`src/rtl/svst_pkg.sv`:
```
// ----------------------------------------------------------------------------
// svst_pkg
// Shared types and constants for the smoothstep servo trajectory generator.
// ----------------------------------------------------------------------------
package svst_pkg;

    localparam int CHANNELS_DEF = 8;
    localparam int MAXRES       = 8;

    // configuration register indexes
    localparam logic [2:0] REG_PULSE_LOW     = 3'd0;
    localparam logic [2:0] REG_PULSE_HIGH    = 3'd1;
    localparam logic [2:0] REG_HOME_PULSE    = 3'd2;
    localparam logic [2:0] REG_DEF_DURATION  = 3'd3;
    localparam logic [2:0] REG_DEF_CAP       = 3'd4;
    localparam logic [2:0] REG_DURATION_LIM  = 3'd5;
    localparam logic [2:0] REG_CAP_LIM       = 3'd6;

    // configuration reset values
    localparam logic [11:0] PULSE_LOW_RST    = 12'd500;
    localparam logic [11:0] PULSE_HIGH_RST   = 12'd2500;
    localparam logic [11:0] HOME_PULSE_RST   = 12'd1500;
    localparam logic [15:0] DEF_DURATION_RST = 16'd400;
    localparam logic [15:0] DEF_CAP_RST      = 16'd3000;
    localparam logic [15:0] DURATION_LIM_RST = 16'd30000;
    localparam logic [15:0] CAP_LIM_RST      = 16'd4000;

    // result kinds
    localparam logic [1:0] KIND_WRITE  = 2'd0;
    localparam logic [1:0] KIND_REPORT = 2'd1;
    localparam logic [1:0] KIND_IDLE   = 2'd2;

    localparam logic [21:0] DUR_MAX       = 22'h3FFFFF;
    localparam logic [11:0] MD_SCALE      = 12'd3000;   // 2 * 1500
    localparam logic [17:0] EASE_THREE    = 18'd196608; // 3.0 in Q2.16
    localparam int          MD_DIV_STEPS   = 25;
    localparam int          EASE_DIV_STEPS = 16;

    typedef enum logic [4:0] {
        CMD_NONE,
        CMD_LOAD,
        CMD_SET_PREP,
        CMD_DIV_MD,
        CMD_STRETCH,
        CMD_COMMIT,
        CMD_EMIT_SNAP,
        CMD_EMIT_REPORT,
        CMD_EMIT_BADCH,
        CMD_TICK_EVAL,
        CMD_DIV_EASE,
        CMD_MUL1,
        CMD_MUL2,
        CMD_MUL3,
        CMD_MUL4,
        CMD_TICK_APPLY,
        CMD_NEXT_CHAN,
        CMD_FLUSH
    } cmd_t;

    typedef struct packed {
        logic opcode;
        logic bad_ch;
        logic target_eq;
        logic need_div;
        logic div_busy;
        logic dur_zero;
        logic chan_settled;
        logic ease_needed;
        logic apply_emit;
        logic last_chan;
        logic out_free;
    } stat_t;

endpackage

```
`src/rtl/svst_ctrl.sv`:
```
// ----------------------------------------------------------------------------
// svst_ctrl
// Sequencer: walks set and tick requests through the datapath.
// ----------------------------------------------------------------------------
module svst_ctrl (
    input  logic            aclk,
    input  logic            aresetn,
    input  logic            s_valid,
    output logic            s_ready,
    input  svst_pkg::stat_t stat,
    output svst_pkg::cmd_t  cmd
);
    import svst_pkg::*;

    typedef enum logic [3:0] {
        S_IDLE,
        S_DECODE,
        S_BADCH,
        S_SET_CHK,
        S_SET_DIV,
        S_SET_COMMIT,
        S_SET_SNAP,
        S_SET_REPORT,
        S_TICK_EVAL,
        S_TICK_DIV,
        S_MUL2,
        S_MUL3,
        S_MUL4,
        S_TICK_APPLY,
        S_TICK_FLUSH
    } state_t;

    state_t state_reg, state_next;

    assign s_ready = (state_reg == S_IDLE);

    always_comb begin
        state_next = state_reg;
        cmd        = CMD_NONE;
        case (state_reg)
            S_IDLE: begin
                if (s_valid) begin
                    cmd        = CMD_LOAD;
                    state_next = S_DECODE;
                end
            end
            S_DECODE: begin
                if (stat.opcode) begin
                    state_next = S_TICK_EVAL;
                end else if (stat.bad_ch) begin
                    state_next = S_BADCH;
                end else begin
                    cmd        = CMD_SET_PREP;
                    state_next = S_SET_CHK;
                end
            end
            S_BADCH: begin
                if (stat.out_free) begin
                    cmd        = CMD_EMIT_BADCH;
                    state_next = S_IDLE;
                end
            end
            S_SET_CHK: begin
                if (stat.target_eq) begin
                    if (stat.out_free) begin
                        cmd        = CMD_EMIT_REPORT;
                        state_next = S_IDLE;
                    end
                end else if (stat.need_div) begin
                    cmd        = CMD_DIV_MD;
                    state_next = S_SET_DIV;
                end else begin
                    state_next = S_SET_COMMIT;
                end
            end
            S_SET_DIV: begin
                if (!stat.div_busy) begin
                    cmd        = CMD_STRETCH;
                    state_next = S_SET_COMMIT;
                end
            end
            S_SET_COMMIT: begin
                cmd        = CMD_COMMIT;
                state_next = stat.dur_zero ? S_SET_SNAP : S_SET_REPORT;
            end
            S_SET_SNAP: begin
                if (stat.out_free) begin
                    cmd        = CMD_EMIT_SNAP;
                    state_next = S_SET_REPORT;
                end
            end
            S_SET_REPORT: begin
                if (stat.out_free) begin
                    cmd        = CMD_EMIT_REPORT;
                    state_next = S_IDLE;
                end
            end
            S_TICK_EVAL: begin
                if (stat.chan_settled) begin
                    cmd        = CMD_NEXT_CHAN;
                    state_next = stat.last_chan ? S_TICK_FLUSH : S_TICK_EVAL;
                end else if (stat.ease_needed) begin
                    cmd        = CMD_DIV_EASE;
                    state_next = S_TICK_DIV;
                end else begin
                    cmd        = CMD_TICK_EVAL;
                    state_next = S_TICK_APPLY;
                end
            end
            S_TICK_DIV: begin
                if (!stat.div_busy) begin
                    cmd        = CMD_MUL1;
                    state_next = S_MUL2;
                end
            end
            S_MUL2: begin
                cmd        = CMD_MUL2;
                state_next = S_MUL3;
            end
            S_MUL3: begin
                cmd        = CMD_MUL3;
                state_next = S_MUL4;
            end
            S_MUL4: begin
                cmd        = CMD_MUL4;
                state_next = S_TICK_APPLY;
            end
            S_TICK_APPLY: begin
                // a held write leaves only when the output register is free
                if (!stat.apply_emit || stat.out_free) begin
                    cmd        = CMD_TICK_APPLY;
                    state_next = stat.last_chan ? S_TICK_FLUSH : S_TICK_EVAL;
                end
            end
            S_TICK_FLUSH: begin
                if (stat.out_free) begin
                    cmd        = CMD_FLUSH;
                    state_next = S_IDLE;
                end
            end
            default: begin
                state_next = S_IDLE;
            end
        endcase
    end

    always_ff @(posedge aclk) begin
        if (!aresetn) begin
            state_reg <= S_IDLE;
        end else begin
            state_reg <= state_next;
        end
    end

endmodule

```
`config.mk`:
```
export PLATFORM = sky130hd
export DESIGN_NAME = svst_ctrl
export DESIGN_NICKNAME = d
export VERILOG_FILES = /design/src/rtl/svst_pkg.sv /design/src/rtl/svst_ctrl.sv
export SDC_FILE = /design/constraint.sdc
export NUM_CORES = 1
export LEC_CHECK = 0
export BUFFER_PORTS_ARGS = -buffer_cell sky130_fd_sc_hd__buf_2
export CORE_MARGIN = 2
export CORE_UTILIZATION = 52
export CTS_CLUSTER_SIZE = 25
export DETAILED_ROUTE_END_ITERATION = 10
export HOLD_SLACK_MARGIN = 0.02
export PLACE_DENSITY = 0.75
export REMOVE_ABC_BUFFERS = 1
export SYNTH_ARGS = -nofsm -noshare
export SYNTH_HDL_FRONTEND = slang
export SYNTH_SLANG_ARGS = --single-unit
```
`constraint.sdc`:
```
create_clock -name aclk -period 2.1 [get_ports aclk]
set_input_delay 0.21 -clock aclk [delete_from_list [all_inputs] [get_ports aclk]]
set_output_delay 0.21 -clock aclk [all_outputs]
set_load 0.01 [all_outputs]
```
==> results.ini <==
[floorplan]
die_y_um = 43.49
die_w_um = 43.49
num_rows = 14
initial_utilization_pct = 54.45
coreArea_mm2 = 0.001489
num_io_pins = 20
die_area_mm2 = 0.001891

[synthesis]
yosysTopAreaCell = dfxtp_1
yosysWarnings = 0
synth_top_area_share_pct = 9.877
syn_inst = 113
syn_area_per_cell_um2 = 7.175
synth_enable_flop_cells = 0
yosys-top-cells-count = 10 x nor2_1, 9 x o21ai_0, 8 x a21oi_1, 8 x nand2_1, 5 x nand2b_1
synthTopCellsByArea = dfxtp_1 9.9%, o21ai_0 5.6%, a21oi_1 4.9%, nor2_1 4.6%, buf_6 4.2%
synthArstFlopShare_pct = 0
synthFlopType = dfxtp_1
synthMostInstantiatedCell = nor2_1
synth_cell_type_count = 50
ys_seq_area_share_pct = 9.877
syn-cell-area_um2 = 810.8
synth-seq-cells = 4

[routing]
dr.pass1.iters = 5
wirelength_mm = 2.216
viasPerCell = 6.415
wire_per_inst_um = 15.07
ant_nets = 0
vias = 943
drt_iter0_markers = 28
drc = 0

[min_path]
hold_depth = 3
hold_path.class = primary input to flip-flop
min_to = state_reg[2]
hold_path_startpoint = aresetn

[global_route]
first_global_vias = 835
antenna_found_initial = 0
use_met1_pct = 33.84
grt_use_met2_pct = 38.81
grt_max_degree = 17
gr-max-usage-layer = met2
grt_pass1_wl_mm = 3.553
use_met3_pct = 2.917
grt_overflow = 0
grt_usage_pct = 24.42

[timing]
setup_viol = 0
relSlewSlack_pct = 75.99
slew_violations = 0
hold_violations = 0
min_period_over_period_pct = 94.08
setup_tns_ns = 0
fin_crit_ns = 1.976
max_freq_mhz = 506.2
worstMarginPinSlew_ns = 0.3511
skew_ns = 0.005004
rsz0062_at_grt = no

[job]
cap_violations = 0

[final_layout]
nets = 147
syn2layout_area_growth_pct = 13.27
drive_above_1_share_pct = 31.30
largest_reg_flops = 4
antenna_cells = 0

[power]
power_density_mw_per_mm2 = 1026
p_leak_nw = 0.3539
peakVddDrop_uv = 615.9
total_power_w = 0.0009422

[setup_path]
reg2regPathDepth = 5
rr_endpoint = state_reg[2]
start_kind = flip-flop
worstSetupEndpointType = primary output
cp_max_fo = 16
ff2ff_setup_slack_ns = 0.44
path_class = flip-flop to primary output
reg2reg_from = state_reg[2]
worst_ep_required_time_ns = 1.89
crit_arrival_ns = 1.77

[cts]
cts_sinks = 4
clk_latency_ns = 0.25
cts_tree = done
cts-buffers-inserted = 3
clk_pin_slew_ns = 0.04
htreeDepth = 1
cts-hold-fix-buffers = 0
root_buffer = clkbuf_4
cts_buffer_depth = 2

[place]
dp_hpwl_mm = 1.611
routabilityCongestion = 0.9106
port_buffers = 19

[status]
outcome = completed

[report_power, final]
group	switching, W	internal (W)	leakage, nW	total [W]
registers	0.0000823	0.000105	0.0339	0.000187
clock network	0.0000426	0.0000647	0.0138	0.000107
logic	0.000363	0.000285	0.306	0.000648
total	0.000488	0.000454	0.354	0.000942
[cell type report]
class | instances | area, um2
multi-input combinational | 94 | 629.4
fill | 142 | 570.5
timing repair buffer | 25 | 140.1
sequential | 4 | 83.83
clock buffer | 3 | 22.52
inverter | 5 | 22.52
tap | 16 | 20.02
[per-stage QoR]
| stage | worst slack [ns] | area (um2) | std cells | utilization (%) | hold WS [ns] |
|---|---|---|---|---|---|
| after CTS | 0.02442 | 910.9 | 147 | 61.18 | 0.2582 |
| after detailed placement | 0.2945 | 888.4 | 144 | 59.66 | 0.5174 |
| after global routing | 0.03559 | 918.4 | 147 | 61.68 | 0.2834 |
| after global placement | 0.2535 | 888.4 | 144 | 59.66 | 0.5079 |
| after floorplan | 0.2344 | 728.2 | 103 | - | 0.3916 |
| final | 0.1244 | 918.4 | 147 | 61.68 | 0.2583 |
[routing by layer]
metal / up-vias / wire (um)
met1: 433 / 1047
met4: 0 / 35
li1: 468 / -
met5: - / 0
met2: 38 / 1004
met3: 4 / 129
[logic make-up (layout without fill, tap and decap cells)]
kind of cell | after synthesis | in the layout | share of synthesized area [%]
AO/OA/AOI/OAI | 39 | 39 | 35.81
buffers and inverters | 15 | 33 | 12.50
multiplexers | 1 | 1 | 1.389
AND/OR/NAND/NOR | 53 | 53 | 39.35
XOR/XNOR | 1 | 1 | 1.080
flip-flops | 4 | 4 | 9.877
[worst max-delay path by stage]
stage	depth (start not counted)	slack [ns]	startpoint	endpoint
global placement	6	0.25	state_reg[0]	cmd[2]
global route	7	0.04	state_reg[2]	cmd[0]
CTS	6	0.02	state_reg[0]	cmd[2]
finish	7	0.12	state_reg[3]	cmd[1]
detailed placement	6	0.29	state_reg[3]	cmd[2]
floorplan	5	0.23	state_reg[3]	state_reg[2]
[worst max-delay path: stages (launching register included)]
cell,delay (ns)
dfxtp_2,0.39
buf_4,0.19
nand2b_1,0.11
a2bb2oi_1,0.24
nor2_1,0.07
a211oi_1,0.25
nand3_1,0.11
buf_2,0.15
[placed cells by master (no fill, tap or decap), types with 4 or more instances in the layout]
cell type / instances
buf_4: 6
o21ai_0: 9
buf_2: 19
nand2b_1: 5
nor2_1: 10
nand3_1: 4
nand2_1: 8
a21oi_1: 8
[what timing repair did]
action                                 4_1_cts  5_1_grt
endpoints found under the hold margin        0        0
setup endpoints to repair                    0        4
setup buffers                                0        0
resized for setup                            0        4
Power figures use the tool's default switching activity.
